$ cat config.mk
export PLATFORM = sky130hd
export DESIGN_NAME = cpid_mul
export DESIGN_NICKNAME = d
export VERILOG_FILES = /design/src/rtl/cpid_pkg.sv /design/src/rtl/cpid_mul.sv
export SDC_FILE = /design/constraint.sdc
export NUM_CORES = 2
export LEC_CHECK = 0
export BUFFER_PORTS_ARGS = -buffer_cell sky130_fd_sc_hd__buf_2
export CORE_ASPECT_RATIO = 0.75
export CORE_UTILIZATION = 55
export DETAILED_ROUTE_END_ITERATION = 8
export PLACE_DENSITY_LB_ADDON = 0.08
export SYNTH_ARGS = -nofsm -noshare
export SYNTH_HDL_FRONTEND = slang
export SYNTH_SLANG_ARGS = --single-unit
$ cat constraint.sdc
create_clock -name clock -period 12.57 [get_ports clock]
set_input_delay 1.257 -clock clock [delete_from_list [all_inputs] [get_ports clock]]
set_output_delay 1.257 -clock clock [all_outputs]
set_load 0.05 [all_outputs]
$ cat src/rtl/cpid_pkg.sv
package cpid_pkg;

   // Number formats
   localparam int FRAC_BITS = 12;
   localparam int SUM_WIDTH = 32;
   localparam int SIG_W     = 18;
   localparam int GAIN_W    = 16;
   localparam int LIM_W     = 17;
   localparam int ERR_W     = SIG_W + 1;
   localparam int MAG_W     = ERR_W + 1;
   localparam int ACC_W     = SIG_W + 7;

   // Axes
   localparam int NUM_AXES = 3;
   localparam int AXIS_W   = 2;

   // Register port
   localparam int CSR_IDX_W  = 4;
   localparam int CSR_DATA_W = LIM_W;

   localparam logic [CSR_IDX_W-1:0] REG_ANGLE_KP  = CSR_IDX_W'(0);
   localparam logic [CSR_IDX_W-1:0] REG_ANGLE_KI  = CSR_IDX_W'(1);
   localparam logic [CSR_IDX_W-1:0] REG_ANGLE_KD  = CSR_IDX_W'(2);
   localparam logic [CSR_IDX_W-1:0] REG_RATE_KP   = CSR_IDX_W'(3);
   localparam logic [CSR_IDX_W-1:0] REG_RATE_KI   = CSR_IDX_W'(4);
   localparam logic [CSR_IDX_W-1:0] REG_RATE_KD   = CSR_IDX_W'(5);
   localparam logic [CSR_IDX_W-1:0] REG_TILT_LIM  = CSR_IDX_W'(6);
   localparam logic [CSR_IDX_W-1:0] REG_YAW_LIM   = CSR_IDX_W'(7);

   // Register reset values
   localparam logic signed [GAIN_W-1:0] RST_ANGLE_KP = GAIN_W'(18432);
   localparam logic signed [GAIN_W-1:0] RST_ANGLE_KI = GAIN_W'(0);
   localparam logic signed [GAIN_W-1:0] RST_ANGLE_KD = GAIN_W'(0);
   localparam logic signed [GAIN_W-1:0] RST_RATE_KP  = GAIN_W'(11059);
   localparam logic signed [GAIN_W-1:0] RST_RATE_KI  = GAIN_W'(4096);
   localparam logic signed [GAIN_W-1:0] RST_RATE_KD  = -GAIN_W'(41);
   localparam logic [LIM_W-1:0]         RST_TILT_LIM = LIM_W'(25600);
   localparam logic [LIM_W-1:0]         RST_YAW_LIM  = LIM_W'(9216);

   // Windows and bounds, rounded to nearest at FRAC_BITS
   localparam longint WIN_TILT   = ((longint'(349) << FRAC_BITS) + 5000) / 10000;
   localparam longint WIN_YAW    = ((longint'(1396) << FRAC_BITS) + 5000) / 10000;
   localparam longint WIN_RATE   = ((longint'(174532) << FRAC_BITS) + 500000) / 1000000;
   localparam longint RATE_BOUND = ((longint'(87266) << FRAC_BITS) + 50000) / 100000;

   // Integral scaling: divide by ticks per second through a reciprocal
   localparam int     TICK_DIV  = 100;
   localparam int     DIV_SHIFT = 31;
   localparam longint DIV_MAGIC = ((longint'(1) << DIV_SHIFT) + TICK_DIV - 1) / TICK_DIV;
   // integral pre-saturation, an exact multiple of TICK_DIV past any bound
   localparam longint ISAT      = longint'(TICK_DIV) << (SIG_W - 1);
   localparam int     Z_W       = $clog2(2 * ISAT + 1);
   localparam int     Q_W       = SIG_W + 1;

   // Shared multiplier
   localparam int MUL_A_W = Z_W + 1;
   localparam int MUL_B_W = SUM_WIDTH + 1;
   localparam int PROD_W  = MUL_A_W + MUL_B_W;

   // Loop sequencer steps
   typedef enum logic [8:0] {
      S_IDLE = 9'b000000001,
      S_ERR  = 9'b000000010,
      S_MP   = 9'b000000100,
      S_MI   = 9'b000001000,
      S_MZ   = 9'b000010000,
      S_MQ   = 9'b000100000,
      S_MD   = 9'b001000000,
      S_FIN  = 9'b010000000,
      S_POST = 9'b100000000
   } step_type;

   typedef struct packed {
      step_type          step;
      logic [AXIS_W-1:0] axis;
      logic              inner;
   } ctl_type;

endpackage

$ cat src/rtl/cpid_mul.sv
module cpid_mul (
   input  logic                                clock,
   input  logic signed [cpid_pkg::MUL_A_W-1:0] mul_a,
   input  logic signed [cpid_pkg::MUL_B_W-1:0] mul_b,
   output logic signed [cpid_pkg::PROD_W-1:0]  prod
);

   logic signed [cpid_pkg::PROD_W-1:0] prod_ff;
   logic signed [cpid_pkg::PROD_W-1:0] prod_in;

   // one signed multiply, registered
   assign prod_in = cpid_pkg::PROD_W'(mul_a) * cpid_pkg::PROD_W'(mul_b);

   always_ff @(posedge clock) begin
      prod_ff <= prod_in;
   end

   assign prod = prod_ff;

endmodule

==> Word-level counts from Yosys, hierarchy flattened <==
Index checks and enable logic that the tools add are counted.
{ "totals": {"ff_bits": 59, "in_bits": 60} }
{ "op_classes": {"multipliers": 1} }
{ "op_table": {"columns": ["cell", "count"], "rows": [
  ["$mul 26x33->59", 1]
]} }

==> Longest topological paths before layout <==
{ "depth": {"word_depth": 1, "depth_mapped": 27, "depth_no_buf": 25} }

==> Least setup slack after synthesis <==
OpenSTA, ideal clock, no wires.
{ "synth_timing": {"path_kind": "input to register", "start": "input port mul_b[32] in the netlist's numbering", "end": "register prod_ff, in the netlist prod[55]", "arrival_time_ps": 7770, "required_time_ps": 12513, "setup_slack_ps": 4743, "path_stages": 25, "path_buffers": 2, "cell_sequence": "clkbuf_1 nand2_1 inv_1 fa_1 fa_1 inv_1 fa_1 inv_1 fa_1 fa_1 fa_1 inv_1 fa_1 inv_1 ha_1 clkbuf_1 a211oi_1 o21bai_1 a211oi_1 o21ai_0 nor4b_4 nor3b_2 or4_1 a21oi_1 o41a_2"} }
{ "synth_via": {"elab_chain_len": 1} }
{ "synth_rtl": {"columns": ["item", "line", "text"], "rows": [
  ["start: declaration", "cpid_mul.sv:4", "input logic signed [cpid_pkg::MUL_B_W-1:0] mul_b,"],
  ["$mul 26x33->59", "cpid_mul.sv:12", "assign prod_in = cpid_pkg::PROD_W'(mul_a) * cpid_pkg::PROD_W'(mul_b);"],
  ["named net prod_in (one bit)", "cpid_mul.sv:9", "logic signed [cpid_pkg::PROD_W-1:0] prod_in;"],
  ["end signal: assignment", "cpid_mul.sv:15", "prod_ff <= prod_in;"],
  ["end: declaration", "cpid_mul.sv:8", "logic signed [cpid_pkg::PROD_W-1:0] prod_ff;"]
]} }
The timed path passes the listed nets, and every way through them passes these cells.

==> Worst setup path after layout <==
{ "layout_timing": {"start": "input port mul_a[2] in the netlist's numbering", "end": "register prod_ff, in the netlist prod[55]"} }
{ "layout_via": {"elab_chain_len": 1} }
{ "layout_rtl": {"columns": ["item", "line", "text"], "rows": [
  ["start: declaration", "cpid_mul.sv:3", "input logic signed [cpid_pkg::MUL_A_W-1:0] mul_a,"],
  ["$mul 26x33->59", "cpid_mul.sv:12", null],
  ["named net prod_in (one bit)", "cpid_mul.sv:9", null]
]} }
The timed path passes the listed nets, and every way through them passes these cells.

==> metrics <==
maximum root-to-sink buffer count 2; Mapped Cells 3,367; hold path depth 2; via total after detailed routing 22,400; crit start category input pin; # IOs 119; Clock H-tree levels 3; sum of negative setup slack 0 ps; crit-path cells buf_2 > nand2_1 > inv_1 > fa_1 > fa_1 > inv_1 > fa_1 > inv_1 > fa_1 > fa_1 > fa_1 > inv_1 > fa_1 > inv_1 > ha_1 > a211oi_1 > o21bai_1 > a211oi_1 > o21ai_0 > nor4b_4 > nor3b_2 > or4_1 > a21oi_1 > o41a_2; number of antenna violations at the first check in global routing 3; CTS sink count 59; vias in the first global route 24,400; cell at the slowest stage of the critical path fa_1; count of distinct cell types in the synthesized netlist 69; Mean Syn Cell Area 9.30 sq um; share of the synthesized area in the top cell type 56.1%; critical path's most frequent cell fa_1; type of the worst setup path input pin to flop; number of hold violations in the final report 0; number of nets in the synthesized netlist 4,465; largest stage delay on the critical path 720 ps; sequential share of the synthesized area 3.77%; flip-flop count of the largest register after layout 59; Least-Margin Pin Slew 1010 ps; library cell occupying the most area in the post-synthesis netlist fa_1; number of buffers created by CTS 9; Setup crit end kind flop; flip-flop and latch count after synthesis 59; top cells by area in the synthesized netlist fa_1, inv_1, and2_1; final wirelength 91.5 mm; Post-synth top flop dfxtp_1; die area 57,900 sq um; Initial DRC Count 1,848; fraction of layout cells with a size suffix above 1 4.58%; clock tree from TritonCTS yes; routed via count divided by cell count 5.51; relative slew slack 31.9%; die height 209 microns; buffering stage count on the worst path with inverters included 6; outcome complete, no violations; logic depth of the worst path, buffers included 24; end-of-flow core utilization 57.9%; CP Max Fanout 33; post-CTS setup buffer count 0; global-route wire length before repair 147 mm; DRT antenna net count 0; final critical delay including setup and external delays 8680 ps; Multi-input gate area 26,300 sq um; mapped cell area 31,300 sq um; fill cell count 4,984; pin count of the biggest net entering global routing 34; final number of setup-violating endpoints 0; master cell of the clock root buffer clkbuf_16; post-placement cell count 4,053; Final Wtd Congestion 0.923; Crit path arrival time 8970 ps; remaining global-route overflow 0; Placement Rows 75; Hold Crit Class input pin to flop; half-perimeter wire length after placement 73.2 mm; core area 56,100 sq um; DRC viols 0; x dimension of the die 277 microns; clock-pin transition on the worst setup and hold timing paths 60 ps; FF+latch area 1180 sq um; post-route insts no fill 4,071; required time at the worst-slack endpoint 12,860 ps; yosys warns 0; hold buffer count at cts 0; max-capacitance violation count 0; Synth top cells by count fa_1, inv_1, nand2_1; average routed wire per standard cell 22.5 microns; final clock period utilization by the worst path 69.0%; initial core utilization 55.8%; layout overhead on the synthesized area 3.80%; count of flip-flops with a built-in enable after synthesis 0; total iterations of the first detailed-routing run 6; global-route usage over all layers 33.9%; final layout net count 4,431; Final Slew Violations 0; Post-CTS Resized 0; Max Fclk 115 MHz; async set-or-reset flop fraction in the synthesized netlist 0%; CP top delay family adder cells; number of buffers inserted by port buffering 118; setup repair after global routing missed its margin false; most common cell in the netlist fa_1
-- logic make-up after synthesis --
kind of cell / synth area share [%]
xor+xnor: 1.85
flops: 3.77
buf+inv: 12.3
compound gates: 3.78
simple gates: 15.7
fa+ha+maj: 62.5
-- metrics by stage --
| step | instance area (sq um) | hold WS, ps | setup WS (ps) |
|---|---|---|---|
| detailed placement | 32200 | 1720 | 3610 |
| CTS | 32500 | 1500 | 3950 |
| global route | 32500 | 1540 | 3560 |
| floorplan | 31300 | 1380 | 4740 |
| global placement | 32200 | 1730 | 3740 |
| finish | 32500 | 1520 | 3890 |
-- metal layers --
metal / track usage (%) / share of wire [%] / vias to the layer above
met5: 0 / 0.027 / -
met3: 12.7 / 14 / 85
met1: 53.7 / 46 / 11700
met4: 5.33 / 1.3 / 4
li1: - / - / 9522
met2: 44.2 / 39 / 1154
-- cell type report --
type	instances	share of cell area (%)
multi-input cells	2282	80.8
flip-flops and latches	59	3.63
inverters	861	9.95
clock inverters	7	0.212
repair buffers	120	1.86
clock buffers	9	0.693
diodes	2	0.0154
well taps	731	2.81
-- final timing paths --
path	startpoint	endpoint	slack (ps)
min	mul_a[0]	prod[0]	1520
max	mul_a[2]	prod[55]	3890
-- placed cells by master (no fill, tap or decap), types with 3 or more instances in the layout --
cell type / synthesis / routed
and3_1: 9 / 9
o21ai_1: 3 / 3
o31ai_1: 4 / 4
buf_2: 3 / 118
nand2b_1: 13 / 13
nor2b_1: 7 / 7
nand2_1: 511 / 511
nor4_1: 4 / 4
o21a_1: 3 / 3
xor2_1: 25 / 25
nor3_1: 6 / 6
inv_1: 860 / 860
clkinv_2: 0 / 3
a21oi_1: 51 / 51
a21o_1: 27 / 27
a211oi_1: 8 / 8
o21ai_0: 28 / 28
o21bai_1: 11 / 11
nor2_1: 50 / 50
dfxtp_1: 59 / 59
a31oi_1: 7 / 7
clkbuf_16: 0 / 9
and2_1: 357 / 357
nand4_1: 16 / 16
fa_1: 878 / 878
ha_1: 160 / 160
xnor2_1: 41 / 41
o211ai_1: 4 / 4
nand3_1: 15 / 15
Power is left out: the tool's default activity adds up to more than one toggle a clock period on the data nets, which glitch-free logic cannot reach.
