[config.mk]
export PLATFORM = sky130hd
export DESIGN_NAME = cpid_seq
export DESIGN_NICKNAME = d
export VERILOG_FILES = /design/src/rtl/cpid_pkg.sv /design/src/rtl/cpid_seq.sv
export SDC_FILE = /design/constraint.sdc
export NUM_CORES = 1
export LEC_CHECK = 0
export BUFFER_PORTS_ARGS = -buffer_cell sky130_fd_sc_hd__buf_4
export CAP_MARGIN = 20
export CORE_MARGIN = 2
export CORE_UTILIZATION = 40
export CTS_BUF_LIST = sky130_fd_sc_hd__clkbuf_4 sky130_fd_sc_hd__clkbuf_8 sky130_fd_sc_hd__clkbuf_16
export DETAILED_ROUTE_END_ITERATION = 8
export MAX_ROUTING_LAYER = met4
export SLEW_MARGIN = 10
export SYNTH_ARGS = -nofsm -noshare
export SYNTH_HDL_FRONTEND = slang
export SYNTH_SLANG_ARGS = --single-unit
[constraint.sdc]
create_clock -name clock -period 4.65 [get_ports clock]
set_input_delay 0.2325 -clock clock [delete_from_list [all_inputs] [get_ports clock]]
set_output_delay 0.2325 -clock clock [all_outputs]
set_load 0.005 [all_outputs]
[src/rtl/cpid_pkg.sv]
package cpid_pkg;

   // Number formats
   localparam int FRAC_BITS = 12;
   localparam int SUM_WIDTH = 32;
   localparam int SIG_W     = 18;
   localparam int GAIN_W    = 16;
   localparam int LIM_W     = 17;
   localparam int ERR_W     = SIG_W + 1;
   localparam int MAG_W     = ERR_W + 1;
   localparam int ACC_W     = SIG_W + 7;

   // Axes
   localparam int NUM_AXES = 3;
   localparam int AXIS_W   = 2;

   // Register port
   localparam int CSR_IDX_W  = 4;
   localparam int CSR_DATA_W = LIM_W;

   localparam logic [CSR_IDX_W-1:0] REG_ANGLE_KP  = CSR_IDX_W'(0);
   localparam logic [CSR_IDX_W-1:0] REG_ANGLE_KI  = CSR_IDX_W'(1);
   localparam logic [CSR_IDX_W-1:0] REG_ANGLE_KD  = CSR_IDX_W'(2);
   localparam logic [CSR_IDX_W-1:0] REG_RATE_KP   = CSR_IDX_W'(3);
   localparam logic [CSR_IDX_W-1:0] REG_RATE_KI   = CSR_IDX_W'(4);
   localparam logic [CSR_IDX_W-1:0] REG_RATE_KD   = CSR_IDX_W'(5);
   localparam logic [CSR_IDX_W-1:0] REG_TILT_LIM  = CSR_IDX_W'(6);
   localparam logic [CSR_IDX_W-1:0] REG_YAW_LIM   = CSR_IDX_W'(7);

   // Register reset values
   localparam logic signed [GAIN_W-1:0] RST_ANGLE_KP = GAIN_W'(18432);
   localparam logic signed [GAIN_W-1:0] RST_ANGLE_KI = GAIN_W'(0);
   localparam logic signed [GAIN_W-1:0] RST_ANGLE_KD = GAIN_W'(0);
   localparam logic signed [GAIN_W-1:0] RST_RATE_KP  = GAIN_W'(11059);
   localparam logic signed [GAIN_W-1:0] RST_RATE_KI  = GAIN_W'(4096);
   localparam logic signed [GAIN_W-1:0] RST_RATE_KD  = -GAIN_W'(41);
   localparam logic [LIM_W-1:0]         RST_TILT_LIM = LIM_W'(25600);
   localparam logic [LIM_W-1:0]         RST_YAW_LIM  = LIM_W'(9216);

   // Windows and bounds, rounded to nearest at FRAC_BITS
   localparam longint WIN_TILT   = ((longint'(349) << FRAC_BITS) + 5000) / 10000;
   localparam longint WIN_YAW    = ((longint'(1396) << FRAC_BITS) + 5000) / 10000;
   localparam longint WIN_RATE   = ((longint'(174532) << FRAC_BITS) + 500000) / 1000000;
   localparam longint RATE_BOUND = ((longint'(87266) << FRAC_BITS) + 50000) / 100000;

   // Integral scaling: divide by ticks per second through a reciprocal
   localparam int     TICK_DIV  = 100;
   localparam int     DIV_SHIFT = 31;
   localparam longint DIV_MAGIC = ((longint'(1) << DIV_SHIFT) + TICK_DIV - 1) / TICK_DIV;
   // integral pre-saturation, an exact multiple of TICK_DIV past any bound
   localparam longint ISAT      = longint'(TICK_DIV) << (SIG_W - 1);
   localparam int     Z_W       = $clog2(2 * ISAT + 1);
   localparam int     Q_W       = SIG_W + 1;

   // Shared multiplier
   localparam int MUL_A_W = Z_W + 1;
   localparam int MUL_B_W = SUM_WIDTH + 1;
   localparam int PROD_W  = MUL_A_W + MUL_B_W;

   // Loop sequencer steps
   typedef enum logic [8:0] {
      S_IDLE = 9'b000000001,
      S_ERR  = 9'b000000010,
      S_MP   = 9'b000000100,
      S_MI   = 9'b000001000,
      S_MZ   = 9'b000010000,
      S_MQ   = 9'b000100000,
      S_MD   = 9'b001000000,
      S_FIN  = 9'b010000000,
      S_POST = 9'b100000000
   } step_type;

   typedef struct packed {
      step_type          step;
      logic [AXIS_W-1:0] axis;
      logic              inner;
   } ctl_type;

endpackage

[src/rtl/cpid_seq.sv]
module cpid_seq (
   input  logic              clock,
   input  logic              reset,
   input  logic              start,
   input  logic              out_free,
   output cpid_pkg::ctl_type ctl
);

   localparam logic [cpid_pkg::AXIS_W-1:0] LAST_AXIS =
      cpid_pkg::AXIS_W'(cpid_pkg::NUM_AXES - 1);

   cpid_pkg::step_type              state_ff, state_in;
   logic [cpid_pkg::AXIS_W-1:0]     axis_ff, axis_in;
   logic                            inner_ff, inner_in;

   // step through outer then inner loop of each axis
   always_comb begin
      state_in = state_ff;
      axis_in  = axis_ff;
      inner_in = inner_ff;
      unique case (state_ff)
         cpid_pkg::S_IDLE: begin
            if (start) begin
               state_in = cpid_pkg::S_ERR;
               axis_in  = '0;
               inner_in = 1'b0;
            end
         end
         cpid_pkg::S_ERR: state_in = cpid_pkg::S_MP;
         cpid_pkg::S_MP:  state_in = cpid_pkg::S_MI;
         cpid_pkg::S_MI:  state_in = cpid_pkg::S_MZ;
         cpid_pkg::S_MZ:  state_in = cpid_pkg::S_MQ;
         cpid_pkg::S_MQ:  state_in = cpid_pkg::S_MD;
         cpid_pkg::S_MD:  state_in = cpid_pkg::S_FIN;
         cpid_pkg::S_FIN: begin
            priority if (inner_ff && (axis_ff == LAST_AXIS)) begin
               state_in = cpid_pkg::S_POST;
            end else if (inner_ff) begin
               state_in = cpid_pkg::S_ERR;
               axis_in  = axis_ff + 1'b1;
               inner_in = 1'b0;
            end else begin
               state_in = cpid_pkg::S_ERR;
               inner_in = 1'b1;
            end
         end
         cpid_pkg::S_POST: begin
            if (out_free) begin
               state_in = cpid_pkg::S_IDLE;
            end
         end
         default: state_in = cpid_pkg::S_IDLE;
      endcase
   end

   always_ff @(posedge clock) begin
      if (reset) begin
         state_ff <= cpid_pkg::S_IDLE;
         axis_ff  <= '0;
         inner_ff <= 1'b0;
      end else begin
         state_ff <= state_in;
         axis_ff  <= axis_in;
         inner_ff <= inner_in;
      end
   end

   assign ctl.step  = state_ff;
   assign ctl.axis  = axis_ff;
   assign ctl.inner = inner_ff;

endmodule

Yosys cells after proc, flatten, opt, wreduce, memory -nomap -nowiden
Cells that the tools add are included.
{"block": "totals", "input_bits": 4, "word_cells": 35, "ff_bits": 12, "out_inout_bits": 12}
{"block": "op_classes", "add_sub_neg": 1, "reduce_logical": 5, "n_eq_ne": 14, "n_mux": 12}
{"op": "$pmux W9 S9", "n": 1}
{"op": "$mux W9", "n": 3}
{"op": "$eq A9 B1 Y1 const B", "n": 1}
{"op": "$eq A9 B2 Y1 const B", "n": 1}
{"op": "$eq A9 B3 Y1 const B", "n": 1}
{"op": "$eq A9 B4 Y1 const B", "n": 1}
{"op": "$eq A9 B5 Y1 const B", "n": 1}
{"op": "$eq A9 B6 Y1 const B", "n": 1}
{"op": "$eq A9 B7 Y1 const B", "n": 1}
{"op": "$eq A9 B8 Y1 const B", "n": 1}
{"op": "$eq A9 B9 Y1 const B", "n": 1}
{"op": "$ne A2 B2 Y1 const B", "n": 4}
{"op": "$mux W2", "n": 3}
{"op": "$pmux W2 S2", "n": 1}
{"op": "$reduce_and A4 Y1", "n": 1}
{"op": "$mux W1", "n": 3}
{"op": "$reduce_and A3 Y1", "n": 1}
{"op": "$add A2 B1 Y2 const B", "n": 1}
{"op": "$eq A2 B2 Y1 const B", "n": 1}
{"op": "$pmux W1 S2", "n": 1}
{"op": "$reduce_and A2 Y1", "n": 1}
{"op": "$reduce_bool A2 Y1", "n": 1}
{"op": "$logic_and A1 B1 Y1", "n": 1}

Logic depth before layout (Yosys ltp)
Gate-level depths: netlist of the first run.
{"block": "depth", "ltp_word": 4, "ltp_mapped": 5}

Least setup slack after synthesis of the first run
Ideal clock, no wire load.
{"block": "synth_timing", "path_type": "register -> register", "startpoint": "register state_ff[4]", "endpoint": "register axis_ff[1] (netlist bit)", "setup_slack_ps": 2515, "stages_incl_launch_ff": 6, "arrival_ps": 2013, "cell_sequence": "dfxtp_1 > or4b_1 > buf_2 > or4_4 > a211o_1 > mux2_4"}
{"block": "synth_via", "elab_chain_len": 3, "word_cells_on_any_way": 8, "classes_between": "eq/ne (5); mux (1); reduce/logical (2)"}
{"element": "from (decl)", "line": "cpid_seq.sv:12", "source": "cpid_pkg::step_type state_ff, state_in;"}
{"element": "from (signal assigned)", "line": "cpid_seq.sv:58", "source": "state_ff <= cpid_pkg::S_IDLE;"}
{"element": "from (signal assigned)", "line": "cpid_seq.sv:62", "source": "state_ff <= state_in;"}
{"element": "$eq A9 B8 Y1 or $eq A9 B1 Y1 (tied branches)", "line": "cpid_seq.sv:21", "source": "unique case (state_ff)"}
{"element": "$ne A2 B2 Y1 (no line) or $reduce_bool A2 Y1 (tied branches)"}
{"element": "$reduce_and A4 Y1 (no line)"}
{"element": "to (signal assigned)", "line": "cpid_seq.sv:63", "source": "axis_ff <= axis_in;"}
{"element": "to (decl)", "line": "cpid_seq.sv:13", "source": "logic [cpid_pkg::AXIS_W-1:0] axis_ff, axis_in;"}
Several ways; a longest one is shown, not always the timed one.
A chain may end at the register's enable or synchronous reset.

Worst setup path in the final report of the first run
{"block": "layout_timing", "startpoint": "register state_ff[0]", "endpoint": "register axis_ff[1] (netlist bit)"}
Same word-level chain as after synthesis.

==> impl_metrics.toml, run 1 <==
[timing]
fin_crit_sh_pct = 47.9
tightest_slew_ps = 497
clock_skew_ps = 4.00
slew_headroom_pct = 66.7
drv_slew = 0
fmax_mhz = 449
setup_viol = 0
fin_crit_ps = 2230
finalSetupTns_ps = 0
hold_viol_final = 0
rsz0062_at_grt = "no"

[grt]
grt_pass1_wl_um = 2610
grt_usage_pct = 19.2
grt.overflow.total = 0
antenna_found_initial = 0
grt_pass1_vias = 562
grt_max_degree = 13

[placement]
place.gp.congestion = 0.784
dp_hpwl_um = 1150
port_buffers = 15
dp_cells = 103

[yosys]
ys_types = 38
netlist_area_um2 = 656
syn_nets = 80
ys.flop_type = "dfxtp_1"
yosys_warnings = 0
synthArstFlopShare_pct = 0
syn_inst = 75
synth_edf_count = 0
yosys_register_bits = 12
avgSynthCellArea_um2 = 8.74
ys_seq_area_share_pct = 36.6

[critical_path]
arrival_ps = 2390
r2r_cells = 4
endpoint_kind = "flop"
r2r-end = "axis_ff[1]"
r2r_setup_slack_ps = 2420
r2r-start = "state_ff[0]"
setup.worst_path.start_class = "flop"
cp_max_fo = 12
crit_required_ps = 4810
critPathKind = "flop to flop"

[clock_network]
clk_latency_ps = 270
cts_buffers = 3
clock-root-buffer = "clkbuf_4"
numClockSinks = 12
clk_pin_slew_ps = 70
postCtsSetupBuffers = 0
cts.htree.levels = 1
cts_hold_buf = 0
cts_resized = 0
cts_max_path_buffers = 2
cts_tree = "done"

[finish]
synthToLayoutAreaGrowth_pct = 21.2
nFillCells = 162
n_antenna_cell = 0
instances_no_fill = 106
drive_gt1_share_pct = 32.2
seqCellArea_um2 = 240
multi_input_area_um2 = 388
layout.nets = 97

[route]
wl_met2_um = 737
drt_pass1_iterations = 3
vias_per_cell = 5.81
postRouteWirelength_um = 1550
m1WireLength_um = 715
drc = 0
dr.max_layer_used = "met4"
drtIter0Drc = 9
wire_per_inst_um = 14.6
dr_wl_met3_um = 85
via_count = 616
detail-route-antenna-nets = 0

[floorplanning]
boundaryPins = 16
die-area_mm2 = 0.00198
start_util_pct = 43.0
core_area_mm2 = 0.00152
row_count = 14
die_w_um = 44.5
fp.dieH_um = 44.5

[pwr]
p_leak_uw = 0.000322
power_uw = 339
p_per_area_mw_per_mm2 = 426
peakVddDrop_uv = 216

[hold_path]
hold_path.class = "primary input to flop"
holdCritStartpoint = "reset"
holdPathStages = 2
hold_end = "inner_ff"

[run]
maxCapViolCount = 0

[run_status]
outcome = "complete, no violations"
-- cells in the mapped netlist, types with 2 or more instances --
master     n  area, um^2
nor4_1     2        12.5
and3_1     2        12.5
nor3_1     6        30.0
inv_1      3        11.3
or2_2      2        12.5
a211oi_1   3        22.5
nand2_1    5        18.8
dfxtp_1   12         240
nor4b_1    2        17.5
or4b_2     2        20.0
or3b_2     2        17.5
nor2_1     8        30.0
-- logic make-up (layout without fill, tap and decap cells) --
group | after synthesis | after routing | share of synthesized area (%)
AO/OA/AOI/OAI | 12 | 12 | 14.1
adder cells (fa/ha/maj) | 1 | 1 | 1.91
multiplexers | 1 | 1 | 2.29
AND/OR/NAND/NOR | 41 | 41 | 38.2
XOR/XNOR | 2 | 2 | 2.67
flip-flops | 12 | 12 | 36.6
buffers and inverters | 6 | 21 | 4.20
-- area by class of cell --
cell class | instances | share of cell area, %
clock buffer | 3 | 2.83
timing repair buffer | 15 | 14.2
inverter | 3 | 1.42
tap | 16 | 2.52
sequential | 12 | 30.2
multi-input combinational | 57 | 48.8
-- per-stage QoR --
stage / area, um^2 / utilization (%) / setup WS, ps / hold slack [ps]
finish: 795 / 52.1 / 2420 / 173
global route: 795 / 52.1 / 2310 / 168
CTS: 795 / 52.1 / 2430 / 168
detailed placement: 772 / 50.7 / 2430 / 462
global placement: 772 / 50.7 / 2450 / 465
floorplan: 656 / - / 2520 / 305
-- power by group --
group	leakage (uW)	internal [uW]	switching [uW]	total (uW)
clock network	0.0000138	30.0	32.5	62.4
registers	0.0000973	114	26.2	141
logic	0.000211	71.0	64.8	136
-- critical path, cell delays in order, from the launching register on --
cell and delay (ps):
dfxtp_1 530, or4b_2 640, a211oi_1 460, a211o_1 200, mux2_4 300
-- layer usage --
layer,vias up,GRT usage [%]
met5,-,-
li1,309,-
met2,13,27.5
met3,2,8.16
met4,0,7.27
met1,292,23.6
-- flip-flops by register name, indices dropped and copies added, names as in the netlist --
| name | cells |
|---|---|
| state_ff | 9 |
| inner_ff | 1 |
| axis_ff | 2 |
-- layout by cell type (no fill, tap or decap), types with 2 or more instances in the layout --
cell type | Yosys | routed
buf_4 | 1 | 15
dfxtp_1 | 12 | 12
nor2_1 | 8 | 8
nor3_1 | 6 | 6
nand2_1 | 5 | 5
inv_1 | 3 | 3
a211oi_1 | 3 | 3
clkbuf_4 | 0 | 3
or4b_2 | 2 | 2
or2_2 | 2 | 2
or3b_2 | 2 | 2
nor4_1 | 2 | 2
and3_1 | 2 | 2
nor4b_1 | 2 | 2
-- worst max-delay path by stage --
stage           startpoint         end  slack [ps]  depth (start not counted)
6_report       state_ff[0]  axis_ff[1]        2420                          4
5_1_grt        state_ff[0]  axis_ff[1]        2310                          4
4_1_cts        state_ff[0]  axis_ff[1]        2430                          4
3_5_place_dp   state_ff[0]  axis_ff[1]        2430                          4
3_3_place_gp   state_ff[4]  axis_ff[1]        2450                          4
2_1_floorplan  state_ff[4]  axis_ff[1]        2520                          5
No activity file was read; power rests on OpenSTA's default activity.
==> run 2: changes to the inputs <==
--- a/config.mk
+++ b/config.mk
@@ -12,6 +12,7 @@
 export CTS_BUF_LIST = sky130_fd_sc_hd__clkbuf_4 sky130_fd_sc_hd__clkbuf_8 sky130_fd_sc_hd__clkbuf_16
 export DETAILED_ROUTE_END_ITERATION = 8
 export MAX_ROUTING_LAYER = met4
+export PLACE_DENSITY = 0.65
 export SLEW_MARGIN = 10
 export SYNTH_ARGS = -nofsm -noshare
 export SYNTH_HDL_FRONTEND = slang
==> constraint.sdc (replaced) <==
create_clock -name clock -period 2 [get_ports clock]
set_input_delay 0.1 -clock clock [delete_from_list [all_inputs] [get_ports clock]]
set_output_delay 0.1 -clock clock [all_outputs]
set_load 0.005 [all_outputs]
==> run 2 against run 1 <==
  * The run now ends with setup timing left
  * Clock skew grew 5.1 ps
  * Design area grew 17%
  * First-iteration DRC count fell by 11%
  * Critical path depth unchanged
  * Core utilization rose by 8.7 points
  * Final cell count rose by 14%
  * Clock power increased to 3.2 times the previous value
  * Global-route usage increased by 0.070 points
  * Non-clock buffer count rose by 14
  * Wire length increased by 1.7%
  * Critical endpoint unchanged
  * Highest routed layer unchanged
==> impl_metrics.toml, run 2 (synthesized netlist as in run 1, its figures left out) <==
[clock_network]
cts_buffers = 3
clk_latency_ps = 280
clk_pin_slew_ps = 90
cts_tree = "done"
numClockSinks = 12
clock-root-buffer = "clkbuf_4"
cts_hold_buf = 0
cts_max_path_buffers = 2
cts.htree.levels = 1

[route]
vias_per_cell = 5.42
drt_pass1_iterations = 4
detail-route-antenna-nets = 0
drtIter0Drc = 8
postRouteWirelength_um = 1580
drc = 0
via_count = 656
wire_per_inst_um = 13.0

[floorplanning]
core_area_mm2 = 0.00152
start_util_pct = 43.0
fp.dieH_um = 44.5
boundaryPins = 16
die-area_mm2 = 0.00198
die_w_um = 44.5
row_count = 14

[timing]
finalSetupTns_ps = -65.5
fmax_mhz = 484
drv_slew = 0
finalWorstSetupSlack_ps = -65.5
fin_crit_sh_pct = 103
setup_viol = 1
tightest_slew_ps = 352
rsz0062_at_grt = "yes"
hold_viol_final = 0
clock_skew_ps = 9.14
slew_headroom_pct = 76.3
fin_crit_ps = 2070
hold-worst-slack_ps = 43.1

[placement]
dpl_cell_area_um2 = 878
dp_hpwl_um = 1220
place.gp.congestion = 0.799
port_buffers = 15
place_ws_ps = -66.5
dp_cells = 116

[critical_path]
endpoint_kind = "flop"
crit_top_cell = "or4_4"
arrival_ps = 2230
crit_required_ps = 2170
crit_path_max_incr_delay_ps = 530
slowest_stage = "or4_4"
cp_max_fo = 2
r2r_setup_slack_ps = -70
setup.worst_path.start_class = "flop"
crit_path_cell_trace = "or4_4, or4_4, a211o_1, mux2_4"
r2r-end = "axis_ff[1]"
critPathKind = "flop to flop"
r2r-start = "state_ff[3]"
r2r_cells = 4

[finish]
n_antenna_cell = 0
instances_no_fill = 121
drive_gt1_share_pct = 47.6
largest_reg_flops = 9
layout.nets = 111
fin_area_um2 = 927
layout_commonest_cell = "buf_4"
synthToLayoutAreaGrowth_pct = 41.4
reg_top3 = "state_ff (9), axis_ff (2), inner_ff (1)"
regMostFlops = "state_ff"
final_cell_mix = "buf_4 (29), nor2_1 (8), dfxtp_1 (8)"

[run_status]
outcome = "complete, but fails checks"
violations = "setup timing"

[grt]
grt_usage_pct = 19.3
antenna_found_initial = 0
grt_pass1_vias = 616
grt_pass1_wl_um = 2670
grt.overflow.total = 0
grt_max_degree = 10

[hold_path]
hold_path.class = "primary input to flop"
holdPathStages = 2
hold_end = "inner_ff"
holdCritStartpoint = "reset"

[run]
maxCapViolCount = 0

[pwr]
peakVddDrop_uv = 545
p_per_area_mw_per_mm2 = 1020
p_leak_uw = 0.000404
==> run 2: cell count changes in the layout (fill, tap and decap cells not counted) <==
cell,previous run,this run
buf_4,15,29
dfxtp_1,12,8
dfxtp_2,0,4
a211oi_1,3,2
a211oi_2,0,1
clkbuf_8,0,1
or4_1,1,0
or4_4,1,2
==> run 2: metal layers <==
layer,global-route usage [%],up-vias,wire length [um]
met2,30.4,21,751
met5,-,-,0
met4,10.9,0,33
met1,23.3,293,703
met3,2.45,5,87
li1,-,337,-
==> run 2: stage by stage <==
stage                     util (%)  power, uW
final                         60.8        949
after global routing          60.8       1020
after CTS                     60.3        935
after detailed placement      57.6        725
after global placement        57.6        719
after floorplan                  -        555
==> run 2: how the worst max path moves through the flow <==
stage | start | end | cells past startpoint
2_1_floorplan | state_ff[5] | axis_ff[1] | 5
4_1_cts | state_ff[3] | axis_ff[1] | 4
3_5_place_dp | state_ff[3] | axis_ff[1] | 4
5_1_grt | state_ff[3] | axis_ff[1] | 4
3_3_place_gp | state_ff[3] | axis_ff[1] | 4
6_report | state_ff[3] | axis_ff[1] | 4
==> run 2: report_power, final <==
part / internal, uW / switching, uW
registers: 266 / 16.8
clock network: 111 / 88.0
logic: 250 / 217
==> run 2: cell type report <==
class                      count  area [um^2]
fill                         135          597
clock buffer                   4         36.3
multi-input combinational     57          397
inverter                       3         11.3
timing repair buffer          29          218
tap                           16         20.0
sequential                    12          245
==> run 2: worst max-delay path, delay by kind of cell, from the launching register on <==
| kind | cells | cell delay, ps |
|---|---|---|
| AO/OA/AOI/OAI | 1 | 300 |
| AND/OR/NAND/NOR | 2 | 1020 |
| flip-flops | 1 | 330 |
| multiplexers | 1 | 300 |
==> run 2: what timing repair did <==
item | CTS | global route
gates resized for setup | 1 | 1
setup endpoints to repair | 2 | 3
setup buffers | 0 | 1
pin swaps | 0 | 2
==> run 3: changes to the inputs <==
--- a/config.mk
+++ b/config.mk
@@ -5,6 +5,7 @@
 export SDC_FILE = /design/constraint.sdc
 export NUM_CORES = 1
 export LEC_CHECK = 0
+export ABC_AREA = 1
 export BUFFER_PORTS_ARGS = -buffer_cell sky130_fd_sc_hd__buf_4
 export CAP_MARGIN = 20
 export CORE_MARGIN = 2
@@ -12,7 +13,6 @@
 export CTS_BUF_LIST = sky130_fd_sc_hd__clkbuf_4 sky130_fd_sc_hd__clkbuf_8 sky130_fd_sc_hd__clkbuf_16
 export DETAILED_ROUTE_END_ITERATION = 8
 export MAX_ROUTING_LAYER = met4
-export PLACE_DENSITY = 0.65
 export SLEW_MARGIN = 10
 export SYNTH_ARGS = -nofsm -noshare
 export SYNTH_HDL_FRONTEND = slang
==> run 3 against run 2 <==
  * The run now ends clean
  * Worst hold slack gained 180 ps
  * Synthesized cell count grew 35%
  * Fmax grew 57%
  * Power grew 11%
  * Count of clock-buffer cells in the layout shrank 1
  * Clock skew shrank 5.9 ps
  * Sequential share of layout area grew 2.0 points
  * Synthesized area grew 5.0%
  * Core utilization shrank 6.6 points
  * Critical path depth grew 4
  * Global-route usage shrank 3.5 points
  * Via count shrank 1.5%
==> impl_metrics.toml, run 3 <==
[yosys]
ys_types = 19
syn_nets = 106
ys.flop_type = "dfxtp_1"
syn_inst = 101
netlist_area_um2 = 688
avgSynthCellArea_um2 = 6.81
synth_edf_count = 0
yosys-top-cells-area = "dfxtp_1 (35%), inv_1 (10%), nor2_1 (8.2%), nand3b_1 (7.6%), nand2_1 (7.1%)"
yosys_register_bits = 12
synthTopCellsByCount = "inv_1 (19), nor2_1 (15), nand2_1 (13), dfxtp_1 (12), nand3_1 (9)"
synth.largest_area_cell = "dfxtp_1"
synth_top_area_share_pct = 34.9
yosys_warnings = 0
synth.most_common_cell = "inv_1"
synthArstFlopShare_pct = 0
ys_seq_area_share_pct = 34.9

[finish]
final_cell_mix = "inv_1 (19), nor2_1 (15), buf_4 (15)"
n_antenna_cell = 0
regMostFlops = "state_ff"
post-route-util_pct = 54.3
drive_gt1_share_pct = 27.7
reg_top3 = "state_ff (9), axis_ff (2), inner_ff (1)"
instances_no_fill = 135
synthToLayoutAreaGrowth_pct = 22.9
largest_reg_flops = 9
layout_commonest_cell = "inv_1"
layout.nets = 126
nFillCells = 169

[critical_path]
crit_path_cell_trace = "nor2_2, nand2_1, nor2_4, nand3_2, nand2_1, inv_2, nand3b_1, inv_1"
cp.depth = 8
cp_max_fo = 7
setup.worst_path.start_class = "flop"
crit_family = "simple AND/OR/NAND/NOR gates"
crit_top_cell = "nand2_1"
r2r_cells = 8
arrival_ps = 1490
endpoint_kind = "flop"
slowest_stage = "dfxtp_1"
critPathKind = "flop to flop"
crit_path_max_incr_delay_ps = 340
crit_required_ps = 2170
worst-path-buf-inv = 2

[timing]
drv_slew = 0
fmax_mhz = 758
slew_headroom_pct = 77.8
fin_crit_sh_pct = 66.0
setup_viol = 0
finalSetupTns_ps = 0
tightest_slew_ps = 332
clock_skew_ps = 3.22
hold_viol_final = 0
fin_crit_ps = 1320
rsz0062_at_grt = "no"

[route]
vias_per_cell = 4.79
via_count = 646
postRouteWirelength_um = 1330
drc = 0
wire_per_inst_um = 9.83
dr_wl_met3_um = 81
dr.max_layer_used = "met4"
drt_pass1_iterations = 4
drtIter0Drc = 9
detail-route-antenna-nets = 0
m1WireLength_um = 660
wl_met2_um = 557

[floorplanning]
start_util_pct = 44.1
boundaryPins = 16
row_count = 14
die_w_um = 45.5
core_area_mm2 = 0.00156
fp.dieH_um = 45.5
die-area_mm2 = 0.00207

[placement]
dp_cells = 131
dp_hpwl_um = 1060
place.gp.congestion = 0.756
port_buffers = 15

[grt]
grt.overflow.total = 0
grt_usage_pct = 15.8
grt_pass1_wl_um = 2270
grt_pass1_vias = 550
antenna_found_initial = 0
grt_max_degree = 11

[clock_network]
postCtsSetupBuffers = 0
numClockSinks = 12
cts_buffers = 3
cts_resized = 0
cts_tree = "done"
cts_max_path_buffers = 2
cts_hold_buf = 1
clk_latency_ps = 270
clk_pin_slew_ps = 70
clock-root-buffer = "clkbuf_4"
cts.htree.levels = 1

[run_status]
outcome = "complete, no violations"

[pwr]
p_leak_uw = 0.000474
power.switching_uw = 451
clkPwrFrac_pct = 14.1
peakVddDrop_uv = 748
switching_share_pct = 42.7
pwr-share-comb_pct = 52.3
p_seq_share_pct = 33.6
p_per_area_mw_per_mm2 = 1250
p_int_uw = 605
power_uw = 1060

[hold_path]
holdPathStages = 5
hold_path.class = "primary input to flop"

[run]
maxCapViolCount = 0
## run 3: cell types whose count changed after synthesis, sizes merged, moves of 3 or more
| cell | before | now |
|---|---|---|
| a211oi | 3 | 0 |
| nand3b | 0 | 7 |
| or4b | 3 | 0 |
| nand2 | 5 | 18 |
| nand3 | 1 | 11 |
| nand4 | 0 | 3 |
| inv | 3 | 21 |
| nor2 | 8 | 21 |
| or4 | 3 | 0 |
| nor3 | 6 | 2 |
## run 3: power groups by stage
stage	clock network (uW)	logic, uW	registers [uW]
final	149	552	356
after global placement	0	558	362
after detailed placement	0	556	362
after global routing	163	642	365
after floorplan	0	406	358
after CTS	157	559	356
## run 3: final cells by class
class                           instances  area [um^2]  share of cell area, %
Clock buffer                            3         22.5                   2.66
Sequential cell                        12          240                   28.4
Tap cell                               16         20.0                   2.37
Inverter                               22         82.6                   9.76
Timing Repair Buffer                   16          123                   14.5
Multi-Input combinational cell         66          358                   42.3
## run 3: layer usage
| metal | global-route usage (%) | up-vias |
|---|---|---|
| li1 | - | 352 |
| met1 | 21.0 | 272 |
| met2 | 22.5 | 20 |
| met3 | 2.38 | 2 |
| met4 | 8.82 | 0 |
| met5 | - | - |
## run 3: final timing paths
check,slack (ps),start,end
max,680,state_ff[4],state_ff[7]
min,220,start,inner_ff
max reg2reg,680,state_ff[4],state_ff[7]
min reg2reg,510,axis_ff[0],axis_ff[0]
## run 3: per-stage QoR
step | instance area [um^2] | worst slack (ps) | hold slack, ps
detailed placement | 813 | 688 | 283
floorplan | 688 | 813 | 178
CTS | 846 | 674 | 222
global route | 846 | 533 | 306
finish | 846 | 681 | 220
global placement | 813 | 653 | 286
## run 3: logic make-up after synthesis
family          synth area share (%)
fa+ha+maj                       1.82
simple gates                    48.0
flops                           34.9
compound gates                  2.18
buf+inv                         13.1
## run 3: tightest hold or removal path: cells and delay by family
family,cells,cell delay [ps]
compound gates,1,70
buf+inv,2,110
simple gates,2,180
